$ cat src/rtl/pme_pkg.sv
// Package for the pheromone matrix engine: word types, op codes, config
// register indexes, sizes and helpers. No dependencies.
`default_nettype none
package pme_pkg;

	localparam int MAX_NODES = 64;
	localparam int NODE_W    = $clog2(MAX_NODES);
	localparam int CELL_W    = 2 * NODE_W;
	localparam int CNT_W     = NODE_W + 1;
	localparam int CFG_IDX_W = 2;
	localparam int CFG_DW    = 32;

	localparam logic [16:0] DECAY_RST = 17'd58982;
	localparam logic [31:0] INIT_RST  = 32'd65536;
	localparam logic [CNT_W-1:0] NODES_RST = CNT_W'(MAX_NODES);
	localparam logic [31:0] TOP32 = 32'hFFFF_FFFF;

	typedef enum logic [1:0] {
		MODE_DEPOSIT = 2'd0,
		MODE_EVAP    = 2'd1,
		MODE_READ    = 2'd2,
		MODE_REINIT  = 2'd3
	} mode_t;

	typedef enum logic [CFG_IDX_W-1:0] {
		REG_DECAY      = 2'd0,
		REG_INIT_LEVEL = 2'd1,
		REG_NODE_COUNT = 2'd2
	} cfg_reg_t;

	typedef struct packed {
		logic [1:0]  mode;
		logic [5:0]  node_from;
		logic [5:0]  node_to;
		logic [23:0] tour_length;
		logic [31:0] deposit_scale;
	} in_word_t;

	typedef struct packed {
		logic [31:0] level;
		logic        saturated;
	} out_word_t;

	typedef struct packed {
		logic [16:0]      decay;
		logic [31:0]      initial_level;
		logic [CNT_W-1:0] node_count;
	} cfg_t;

	typedef struct packed {
		mode_t             op;
		logic              in_range;
		logic [NODE_W-1:0] a;
		logic [NODE_W-1:0] b;
		logic [23:0]       len;
		logic [31:0]       q;
	} cmd_t;

	typedef struct packed {
		logic clearing;
	} bk_status_t;

	function automatic logic [CNT_W-1:0] active_nodes(input logic [CNT_W-1:0] n);
		active_nodes = (n > CNT_W'(MAX_NODES)) ? CNT_W'(MAX_NODES) : n;
	endfunction

endpackage
`default_nettype wire

$ cat src/rtl/pme_cfg.sv
// Configuration registers of the pheromone matrix engine.
// Depends on pme_pkg.
`default_nettype none
module pme_cfg (
	input  wire logic                          clk,
	input  wire logic                          arst_n,
	input  wire logic                          cfg_we,
	input  wire logic [pme_pkg::CFG_IDX_W-1:0] cfg_index,
	input  wire logic [pme_pkg::CFG_DW-1:0]    cfg_data,
	output pme_pkg::cfg_t                      cfg
);
	import pme_pkg::*;

	cfg_t cfg_q;

	always_ff @(posedge clk or negedge arst_n) begin
		if (!arst_n) begin
			cfg_q.decay         <= DECAY_RST;
			cfg_q.initial_level <= INIT_RST;
			cfg_q.node_count    <= NODES_RST;
		end else if (cfg_we) begin
			case (cfg_reg_t'(cfg_index))
				REG_DECAY:      cfg_q.decay         <= cfg_data[16:0];
				REG_INIT_LEVEL: cfg_q.initial_level <= cfg_data[31:0];
				REG_NODE_COUNT: cfg_q.node_count    <= cfg_data[CNT_W-1:0];
				default: ;
			endcase
		end
	end

	assign cfg = cfg_q;

endmodule
`default_nettype wire

$ cat config.mk
export PLATFORM = sky130hd
export DESIGN_NAME = pme_cfg
export DESIGN_NICKNAME = d
export VERILOG_FILES = /design/src/rtl/pme_pkg.sv /design/src/rtl/pme_cfg.sv
export SDC_FILE = /design/constraint.sdc
export NUM_CORES = 1
export LEC_CHECK = 0
export ABC_AREA = 1
export BUFFER_PORTS_ARGS = -buffer_cell sky130_fd_sc_hd__buf_4
export CAP_MARGIN = 20
export CORE_MARGIN = 5
export CORE_UTILIZATION = 35
export CTS_CLUSTER_DIAMETER = 200
export DETAILED_ROUTE_END_ITERATION = 16
export GPL_ROUTABILITY_DRIVEN = 0
export GPL_TIMING_DRIVEN = 0
export MAX_ROUTING_LAYER = met4
export PLACE_DENSITY = 0.72
export SYNTH_ARGS = -nofsm -noshare
export SYNTH_HDL_FRONTEND = slang
export SYNTH_SLANG_ARGS = --single-unit
$ cat constraint.sdc
create_clock -name clk -period 1.25 [get_ports clk]
set_clock_uncertainty 0.2 [all_clocks]
set_input_delay 0.0625 -clock clk [delete_from_list [all_inputs] [get_ports clk]]
set_output_delay 0.0625 -clock clk [all_outputs]
set_load 0.01 [all_outputs]
# Word-level counts from Yosys, hierarchy flattened
# Cells that the tools add are included.
[totals]
reg_bits = 56
inputBits = 37
[classes]
n_reduce_logical = 4
n_eq_ne = 2
[op_table]
columns = ["cell", "count"]
rows = [
  ["2-bit AND reduction", 3],
  ["2-bit by 1-bit == test with 1-bit output, second input constant", 1],
  ["2-bit == test, second input constant", 1],
  ["2-bit logical NOT", 1],
]

# Longest topological paths before layout
[logic_depth]
ltp_word = 2
ltp_mapped = 6
depth_no_buf = 4

# Worst setup path after synthesis
# Ideal clock, no wire load.
[synth_timing]
path_kind = "input port to flip-flop"
from = "input cfg_index[0] (netlist bit)"
to = "register cfg_q, in the netlist cfg[39]"
cell_stages = 6
required_time_ns = 0.933
n_path_buf = 2
arrival_time_ns = 0.653
setup_time_ns = 0.117
path_slack_ns = 0.280
path_cell_list = "buf_4 -> nor2_8 -> nand2_4 -> buf_6 -> nand2_1 -> nand2_1"
[synth_via]
elab_chain_len = 2
[synth_lines]
columns = ["element", "line_no", "rtl"]
rows = [
  ["from (decl)", "pme_cfg.sv:8", "input wire logic [pme_pkg::CFG_IDX_W-1:0] cfg_index,"],
  ["2-bit logical NOT", "pme_cfg.sv:22", "case (cfg_reg_t'(cfg_index))"],
  ["2-bit AND reduction (no line)", "--", ""],
  ["to (decl)", "pme_cfg.sv:14", "cfg_t cfg_q;"],
]
# Every way passes these cells.
# A chain may end at the register's enable or synchronous reset.

# Worst setup path after layout
[layout_timing]
from = "register cfg_q, in the netlist cfg[6]"
to = "output cfg[6] (netlist bit)"
[layout_rtl]
columns = ["element", "line_no", "rtl"]
rows = [
  ["to (decl)", "pme_cfg.sv:10", "output pme_pkg::cfg_t cfg"],
]
# No word-level cell between the ends.

==> flow_summary_export.csv <==
group,metric,value,unit
synth,synth_fp_nets,287,
layout,multi_input_area,800.8,um2
clock_network,cts_max_path_buffers,2,
drt,routed_wl,7139,um
global_route,grt_use_total,17.84,%
placed_design,place_inst,419,
drt,routed_via_density,4.899,
global_route,antenna_found_initial,0,
worst_hold_path,hp-start,"cfg_index[1]",
placed_design,io_buffers,89,
drt,ant_nets,0,
layout,final_cells,465,
layout,fillers,619,
clock_network,clk_latency,300,ps
worst_setup_path,max_stage_delay,560,ps
clock_network,cts_tree,"done",
layout,diodes,0,
synth,ys_warn_count,0,
synth,synthFlopType,"dfrtp_1",
synth,synth.yosys.seq_area_share,59.94,%
drt,drt_first_iter_violations,69,
worst_hold_path,hold_depth,3,
synth,synthCells,250,
worst_setup_path,critPathTopFamily,"flip-flops",
outcome,status,"finished with violations",
drt,wl_met3,467,um
worst_setup_path,r2r_slack,250,ps
placed_design,dp_hpwl,4832,um
synth,synth_top_area_share,47.69,%
clock_network,clock-root-buffer,"clkbuf_8",
synth,syn_area,0.002361,mm2
outcome,violations,"hold timing",
worst_setup_path,r2r_end,"cfg[40]",
worst_setup_path,worst-path-max-fanout,2,
worst_setup_path,r2r_start,"cfg[40]",
worst_setup_path,cpMaxStageDelayCell,"dfstp_2",
global_route,grt-ovfl-total,0,
synth,synth_edf_count,0,
worst_hold_path,holdPathEnd,"cfg[6]",
layout,largest_reg_flops,56,
layout,syn_to_final_growth,54.80,%
drt,dr_wl_met2,3497,um
worst_setup_path,required,990,ps
drt,wl_per_cell,15.35,um
layout,seqCellArea,0.001415,mm2
pwr,p_leak,1.948,nW
synth,synth.most_common_cell,"nand2_1",
clock_network,htreeDepth,2,
floorplan,die_w,92.13,um
sta,hold_viol,9,
layout,drive_above_1_share,34.81,%
drt,dr.pass1.iters,4,
synth,synth_area_leaders,"dfrtp_1, nand2_1, dfstp_2, nand4_1, nand3_1",
floorplan,rows,30,
worst_setup_path,crit_type,"register to output pin",
layout,nets,421,
layout,fin_util,54.70,%
worst_setup_path,cp_cell_sequence,"buf_6",
sta,fin_hold_ws,-173.0,ps
floorplan,die_area,0.008488,mm2
drt,routed.top_layer,"met4",
flow_run,drv_cap,0,
sta,maxSlewHeadroom,52.29,%
sta,post-route-period-util,98.99,%
sta,finalSetupViolations,0,
pwr,p_per_area,1313,mW/mm2
sta,max_freq,808.2,MHz
sta,rsz0062_at_grt,"true",
drt,drc,0,
floorplan,initial_core_util,35.34,%
floorplan,die_h,92.13,um
sta,worst_pin_slew,715.7,ps
worst_setup_path,arrival,970,ps
clock_network,clock-sinks,56,
drt,wl_met1,3088,um
global_route,grt_pass1_wl,11710,um
worst_setup_path,start_kind,"register",
synth,ys_types,14,
sta,period_needed,1237,ps
pwr,irDropWorstVdd,0.0005551,V
worst_hold_path,hold_class,"input pin to register",
global_route,grt_pass1_vias,2345,
floorplan,placeableCoreArea,0.006681,mm2
synth,ys_seq_elements,56,
global_route,grt_max_degree,57,
sta,maxSlewViolCount,0,
synth,async_reset_ff_share,100.0,%
worst_setup_path,crit_path_end_kind,"output pin",
drt,vias,2278,
clock_network,cts_inserted_buffers,5,
worst_setup_path,critPathBufInv,1,
synth,synth_common_cells,"nand2_1, dfrtp_1, nand4_1",
synth,yosysTopAreaCell,"dfrtp_1",
worst_setup_path,reg2reg_depth,3,
floorplan,top_level_ports,93,
synth,avgSynthCellArea,9.444,um2
clock_network,clk_pin_slew,100,ps
## worst max path at each step
stage | cells after the start | to | from
after CTS | 1 | cfg[48] | cfg[48]
after global routing | 1 | cfg[6] | cfg[6]
after detailed placement | 6 | cfg[46] | cfg_index[0]
final | 1 | cfg[6] | cfg[6]
after global placement | 6 | cfg[39] | cfg_index[0]
after floorplan | 6 | cfg[39] | cfg_index[0]
## metrics by stage
stage / power [mW] / instance area, um2 / setup TNS (ps) / setup WS, ps
final: 4.797 / 3655 / 0 / 12.66
after global routing: 5.064 / 3655 / -99.26 / -31.83
after CTS: 4.818 / 3608 / 0 / 1.399
after detailed placement: 3.522 / 3129 / 0 / 131.0
after global placement: 3.489 / 3129 / 0 / 147.9
after floorplan: 2.809 / 2361 / 0 / 280.2
## timing repair
| item | in CTS | in global routing |
|---|---|---|
| resized for setup | 3 | 9 |
| pin swaps | 0 | 1 |
| hold buffers | 36 | 1 |
| setup endpoints to repair | 3 | 18 |
| buffers inserted | 0 | 2 |
| endpoints found under the hold margin | 101 | 16 |
## report_power, final
group / total, mW / internal, mW / leakage [nW] / switching (mW)
registers: 2.32 / 2.14 / 0.677 / 0.176
clock network: 1.17 / 0.596 / 0.0552 / 0.578
logic: 1.31 / 0.685 / 1.22 / 0.622
total: 4.80 / 3.42 / 1.95 / 1.38
## cell type report
type                    instances  area share (%)
multi-input cells             172           21.91
inverters                       2          0.2054
clock buffers                   6           1.986
flip-flops and latches         56           38.72
clock inverters                 2          0.9586
plain buffers                  20           3.766
well taps                      80           2.739
repair buffers                127           29.72
## placed cells by master, fill, tap and decap left out
master,instances
nand2_4,1
buf_6,12
buf_4,90
nand3_1,17
dfrtp_1,45
dlygate4sd3_1,34
clkbuf_8,5
clkbuf_1,1
nand2_1,112
nor2_8,1
clkbuf_4,1
bufinv_16,1
inv_2,1
clkinv_2,1
nand3_2,2
buf_2,8
nand4_1,39
dlymetal6s4s_1,2
inv_1,1
dfstp_2,11
## kinds of logic (layout without fill, tap and decap cells)
| logic type | after synthesis | count (layout) | synth area share, % |
|---|---|---|---|
| simple gates | 172 | 172 | 33.92 |
| flops | 56 | 56 | 59.94 |
| buf+inv | 22 | 157 | 6.147 |
## metal layers
layer	vias up	track usage, %
met1	1083	22.30
met3	11	3.610
li1	1102	-
met5	-	-
met4	0	4.827
met2	82	29.56
No activity file was read; power rests on OpenSTA's default activity.
