<file path="config.mk">
export PLATFORM = sky130hd
export DESIGN_NAME = pme_front
export DESIGN_NICKNAME = d
export VERILOG_FILES = /design/src/rtl/pme_pkg.sv /design/src/rtl/pme_front.sv
export SDC_FILE = /design/constraint.sdc
export NUM_CORES = 1
export LEC_CHECK = 0
export ABC_AREA = 1
export BUFFER_PORTS_ARGS = -buffer_cell sky130_fd_sc_hd__buf_2
export CORE_ASPECT_RATIO = 1.5
export CORE_MARGIN = 2
export CORE_UTILIZATION = 49
export DETAILED_ROUTE_END_ITERATION = 8
export GPL_TIMING_DRIVEN = 0
export PLACE_DENSITY = 0.83
export SLEW_MARGIN = 10
export SYNTH_ARGS = -nofsm -noshare
export SYNTH_HDL_FRONTEND = slang
export SYNTH_SLANG_ARGS = --single-unit
</file>
<file path="constraint.sdc">
create_clock -name clk -period 5.3 [get_ports clk]
set_input_delay 0.795 -clock clk [delete_from_list [all_inputs] [get_ports clk]]
set_output_delay 0.795 -clock clk [all_outputs]
set_load 0.05 [all_outputs]
</file>
<file path="src/rtl/pme_pkg.sv">
// Package for the pheromone matrix engine: word types, op codes, config
// register indexes, sizes and helpers. No dependencies.
`default_nettype none
package pme_pkg;

	localparam int MAX_NODES = 64;
	localparam int NODE_W    = $clog2(MAX_NODES);
	localparam int CELL_W    = 2 * NODE_W;
	localparam int CNT_W     = NODE_W + 1;
	localparam int CFG_IDX_W = 2;
	localparam int CFG_DW    = 32;

	localparam logic [16:0] DECAY_RST = 17'd58982;
	localparam logic [31:0] INIT_RST  = 32'd65536;
	localparam logic [CNT_W-1:0] NODES_RST = CNT_W'(MAX_NODES);
	localparam logic [31:0] TOP32 = 32'hFFFF_FFFF;

	typedef enum logic [1:0] {
		MODE_DEPOSIT = 2'd0,
		MODE_EVAP    = 2'd1,
		MODE_READ    = 2'd2,
		MODE_REINIT  = 2'd3
	} mode_t;

	typedef enum logic [CFG_IDX_W-1:0] {
		REG_DECAY      = 2'd0,
		REG_INIT_LEVEL = 2'd1,
		REG_NODE_COUNT = 2'd2
	} cfg_reg_t;

	typedef struct packed {
		logic [1:0]  mode;
		logic [5:0]  node_from;
		logic [5:0]  node_to;
		logic [23:0] tour_length;
		logic [31:0] deposit_scale;
	} in_word_t;

	typedef struct packed {
		logic [31:0] level;
		logic        saturated;
	} out_word_t;

	typedef struct packed {
		logic [16:0]      decay;
		logic [31:0]      initial_level;
		logic [CNT_W-1:0] node_count;
	} cfg_t;

	typedef struct packed {
		mode_t             op;
		logic              in_range;
		logic [NODE_W-1:0] a;
		logic [NODE_W-1:0] b;
		logic [23:0]       len;
		logic [31:0]       q;
	} cmd_t;

	typedef struct packed {
		logic clearing;
	} bk_status_t;

	function automatic logic [CNT_W-1:0] active_nodes(input logic [CNT_W-1:0] n);
		active_nodes = (n > CNT_W'(MAX_NODES)) ? CNT_W'(MAX_NODES) : n;
	endfunction

endpackage
`default_nettype wire

</file>
<file path="src/rtl/pme_front.sv">
// Front end: takes input words, decodes mode and node range, and queues
// commands for the back end in a two-entry queue. Depends on pme_pkg.
`default_nettype none
module pme_front (
	input  wire logic        clk,
	input  wire logic        arst_n,
	input  wire logic        push,
	output logic             full,
	input  pme_pkg::in_word_t item,
	input  pme_pkg::cfg_t    cfg,
	input  pme_pkg::bk_status_t bk_status,
	output logic             cmd_valid,
	output pme_pkg::cmd_t    cmd,
	input  wire logic        cmd_take
);
	import pme_pkg::*;

	cmd_t       ent_q [2];
	logic       wr_ptr_q;
	logic       rd_ptr_q;
	logic [1:0] count_q;
	logic [CNT_W-1:0] nn;
	cmd_t       new_cmd;
	logic       do_push;
	logic       do_pop;

	always_comb begin
		nn               = active_nodes(cfg.node_count);
		new_cmd.op       = mode_t'(item.mode);
		new_cmd.a        = item.node_from;
		new_cmd.b        = item.node_to;
		new_cmd.len      = item.tour_length;
		new_cmd.q        = item.deposit_scale;
		new_cmd.in_range = ({1'b0, item.node_from} < nn) && ({1'b0, item.node_to} < nn);
	end

	assign full      = (count_q == 2'd2) || bk_status.clearing;
	assign do_push   = push && !full;
	assign cmd_valid = (count_q != 2'd0);
	assign do_pop    = cmd_take && cmd_valid;
	assign cmd       = ent_q[rd_ptr_q];

	always_ff @(posedge clk) begin
		if (do_push)
			ent_q[wr_ptr_q] <= new_cmd;
	end

	always_ff @(posedge clk or negedge arst_n) begin
		if (!arst_n) begin
			wr_ptr_q <= 1'b0;
			rd_ptr_q <= 1'b0;
			count_q  <= 2'd0;
		end else begin
			if (do_push)
				wr_ptr_q <= !wr_ptr_q;
			if (do_pop)
				rd_ptr_q <= !rd_ptr_q;
			case ({do_push, do_pop})
				2'b10:   count_q <= count_q + 2'd1;
				2'b01:   count_q <= count_q - 2'd1;
				default: count_q <= count_q;
			endcase
		end
	end

endmodule
`default_nettype wire

</file>
Word level (Yosys, flattened, before mapping)

Memory sizes are Yosys's and may differ from the RTL's.
Cells that the tools add are included.

Flip-flop bits (word level): 4
Bits in writable memories: 142
Input bits: 131
Logic and storage cells: 25
Memories: 1

Add/subtract/negate cells: 2
Order comparisons: 3
Eq/ne operators: 3
Muxes and demuxes: 4
Reductions and logical operators: 9

Memory list:

| memory | depth | bits a word | rd ports | clocked after memory_dff | write ports | RTL line        | source |
|---|---|---|---|---|---|---|---|
| ent_q  | 2     | 71          | 1        | 0                        | 1           | pme_front.sv:18 | `cmd_t ent_q [2];` |

Operators with widths:

| kind                  | number |
|---|---|
| $lt A6 B7 Y1          | 2 |
| $gt A7 B7 Y1 const B  | 1 |
| $mux W7               | 1 |
| $eq A2 B2 Y1 const B  | 2 |
| $pmux W2 S2           | 1 |
| $reduce_bool A2 Y1    | 2 |
| $logic_and A1 B1 Y1   | 3 |
| $logic_not A1 Y1      | 3 |
| $add A2 B1 Y2 const B | 1 |
| $eq A2 B1 Y1 const B  | 1 |
| $mux W1               | 2 |
| $sub A2 B1 Y2 const B | 1 |
| $logic_or A1 B1 Y1    | 1 |

Longest topological paths before layout

Word-level depth: 6
Gate-level depth with buffers: 14

Least setup slack after synthesis

OpenSTA, ideal clock, no wires.

Kind: input to register
Start: in bk_status
End: mem ent_q[0][0] (netlist bit), enable pin
Arrival time: 3.951 ns
Required time: 4.799 ns
Setup slack: 0.848 ns
Cell stages on the path: 3
Buffers on the path: 0
Cell sequence: inv_1 -> nand3_2 -> nor2_1

Word-level cells in the longest chain between the ends: 5

RTL lines:

| what                          | RTL line        | source |
|---|---|---|
| start: declaration            | pme_front.sv:11 | `input pme_pkg::bk_status_t bk_status,` |
| $logic_or A1 B1 Y1            | pme_front.sv:37 | `assign full = (count_q == 2'd2) \|\| bk_status.clearing;` |
| $logic_not A1 Y1              | pme_front.sv:38 | `assign do_push = push && !full;` |
| $logic_and A1 B1 Y1           | pme_front.sv:38 |  |
| $mux W1                       | pme_front.sv:44 | `if (do_push)` |
| $mux W1 (implied by the code) | pme_front.sv:45 | `ent_q[wr_ptr_q] <= new_cmd;` |
| end: declaration              | pme_front.sv:18 |  |

No other way between the ends.

==> summary.md <==
| Metric | Value |
|---|---|
| Via/cell ratio | roughly 4.7 |
| Pwr Density | slightly above 600 nW/um2 |
| RSZ-0062 raised after global routing | no |
| FF-to-FF End | ent_q[1][46] |
| First-pass GRT wire length | around 18000 um |
| Final Max Tran Viols | 0 |
| Inserted Clock Buffers | 17 |
| Port bufs | between 150 and 200 |
| CP max stage cell | dfrtp_1 |
| Least-Margin Pin Slew | just under 500 ps |
| Remaining Overflow, GRT | 0 |
| Lkg Pwr | 0.00326 uW |
| # clock sinks | 146 |
| TritonRoute pass-1 iters | 4 |
| Initial Util | between 40% and 50% |
| Total power | 4550 uW |
| Most common cell after layout, fill and taps aside | nand2_1 |
| Final nets | 764 |
| Number of setup buffers added after CTS | 0 |
| Distinct cell type count after synthesis | 18 |
| Synth Warn # | 0 |
| Fin Clk Skew | 6.98 ps |
| Maximum VDD drop | between 0.3 and 0.4 mV |
| Synth area leaders | edfxtp_1, nand2_1, ha_1 |
| F_max | between 400 and 500 MHz |
| GRT Util Overall | a little under a fifth |
| Wire length per cell | approximately 14 um |
| Maximum fanout along the worst path | 10 |
| Synth top area share | between 70 and 80% |
| DR vias | 3725 |
| Worst min-delay path category | in2async |
| Clock-pin transition on the worst setup and hold timing paths | ~60 ps |
| Required @ worst endpoint | 4510 ps |
| Fin. Hold Viols | 0 |
| Post-Synthesis Cell Area | about 5700 um2 |
| Final GP Congestion | between 0.7 and 0.8 |
| Initial antenna violation count | 1 |
| Clock Path Buffers | 2 |
| Wirelength, routed | 11200 um |
| Via count of the first global-routing pass | 3829 |
| Yosys reg bits | ~150 |
| RR Startpoint | count_q[0] |
| CP Launch Type | flop |
| Final WS setup | 2900 ps |
| Final setup viols | 0 |
| Cell count after synthesis | 443 |
| Avg Cell Area, Syn | 12.8 um2 |
| Synth-to-Final Area Change | 29.9% |
| Period utilization | 45.3% |
| Worst-path cell chain | buf_6 > inv_6 > buf_6 > nand2_1 > nand2_1 > buf_2 |
| Drc violations | 0 |
| Root buf cell | clkbuf_16 |
| Cell Rows | 48 |
| Worst-Skew Late Latency | 400 ps |
| Total core area | 11400 um2 |
| Reg2Reg Setup Slack | 3240 ps |
| Worst path max stage delay | 370 ps |
| H-tree levels | 4 |
| Dpl cell area | 6820 um2 |
| Largest net degree at the start of global routing | 29 |
| Commonest non-fill, non-tap cells in the layout | nand2_1, buf_2, edfxtp_1, clkbuf_16, inv_1 |
| Critical Path End Type | primary output |
| Fill count | 842 |
| Worst reg-to-reg path cell count | 7 |
| Die Span X | 92 um |
| Final instance area | 7390 um2 |
| Crit Path Category | reg2out |
| Die Footprint | approximately 13000 um2 |
| CP Data Arrival Time | 1610 ps |
| Seq/Total Area, Yosys | 76.7% |
| Max-Cap Viols | 0 |
| Pre-CTS setup slack | roughly 2800 ps |
| Post-route antenna net violation count | 0 |
| Syn_nets | 585 |
| PostCTS Resize Cnt | 0 |
| CTS tree | built |
| Hold-fix buffers at CTS | 0 |
| Status | finished, final reports clean |
| # IOs | 204 |
| Number of DRC markers in iteration 0 | 170 |
| Fin crit period | 2400 ps |
| Slew headroom | 67.3% |
| Yosys top cell by area | edfxtp_1 |
| Die Y | between 100 and 150 um |
| Layout cells sized above 1 | 32.8% |
| HPWL Detailed | 8260 um |
area by class of cell:
class	count	area, um2	share of cell area [%]
sequential	146	4360	59.0
multi-input combinational	269	1160	15.7
timing repair buffer	160	928	12.6
clock buffer	17	425	5.75
tap	150	188	2.54
clock inverter	15	141	1.91
buffer	15	128	1.73
inverter	13	53.8	0.728
antenna	1	2.50	0.0339
power by group:
part	switching, uW	total [uW]	internal [uW]
Sequential	40.3	1480	1440
Clock	434	1120	687
Combinational	1500	1950	453
worst max-delay path by stage:
stage / depth (start not counted) / slack (ps) / from / end
final: 6 / 2900 / rd_ptr_q / cmd[18]
after global routing: 5 / 2790 / rd_ptr_q / cmd[53]
after CTS: 6 / 2860 / rd_ptr_q / cmd[53]
after detailed placement: 15 / 2790 / cfg[2] / ent_q[0][68]
after global placement: 4 / -610 / bk_status / ent_q[0][51]
after floorplan: 3 / 850 / bk_status / ent_q[0][0]
synthesized netlist by cell type, drive strengths merged:
cell    count
nand2     241
nor4        1
ha         11
xnor2       1
nand3       2
xor2        3
edfxtp    142
inv        13
dfrtp       4
buf        15
nor2        4
o21ai       1
a21oi       5
sequential cells by signal, summed over array words and instances, names as in the netlist:
| signal | flops |
|---|---|
| ent_q | 142 |
| count_q | 2 |
| rd_ptr_q | 1 |
| wr_ptr_q | 1 |
logic make-up after synthesis:
logic type,share of synthesized area (%)
adders and majority gates,2.42
AOI/OAI and AO/OA,0.527
DFF,76.7
and+or+nand+nor,16.6
buffers and inverters,3.19
xor gates and xnor gates,0.616
layer usage:
metal	track usage [%]	share of wire (%)
met5	0	0
met4	7.79	1.7
met3	4.82	4.9
met2	34.7	56
met1	20.0	37
critical path: cells and delay by family, from the launching register on:
kind / cells / cell delay (ps)
and+or+nand+nor: 2 / 130
DFF: 1 / 370
buffers and inverters: 4 / 690
stage by stage:
stage | setup TNS [ps] | hold slack (ps) | utilization, % | std cells
after CTS | 0 | 182 | 64.8 | 785
after global placement | -85060 | 505 | 58.3 | 747
after floorplan | 0 | 482 | - | 443
final | 0 | 196 | 64.8 | 786
after detailed placement | 0 | 534 | 59.8 | 753
after global routing | 0 | 177 | 64.8 | 785
No activity file was read; power rests on OpenSTA's default activity.
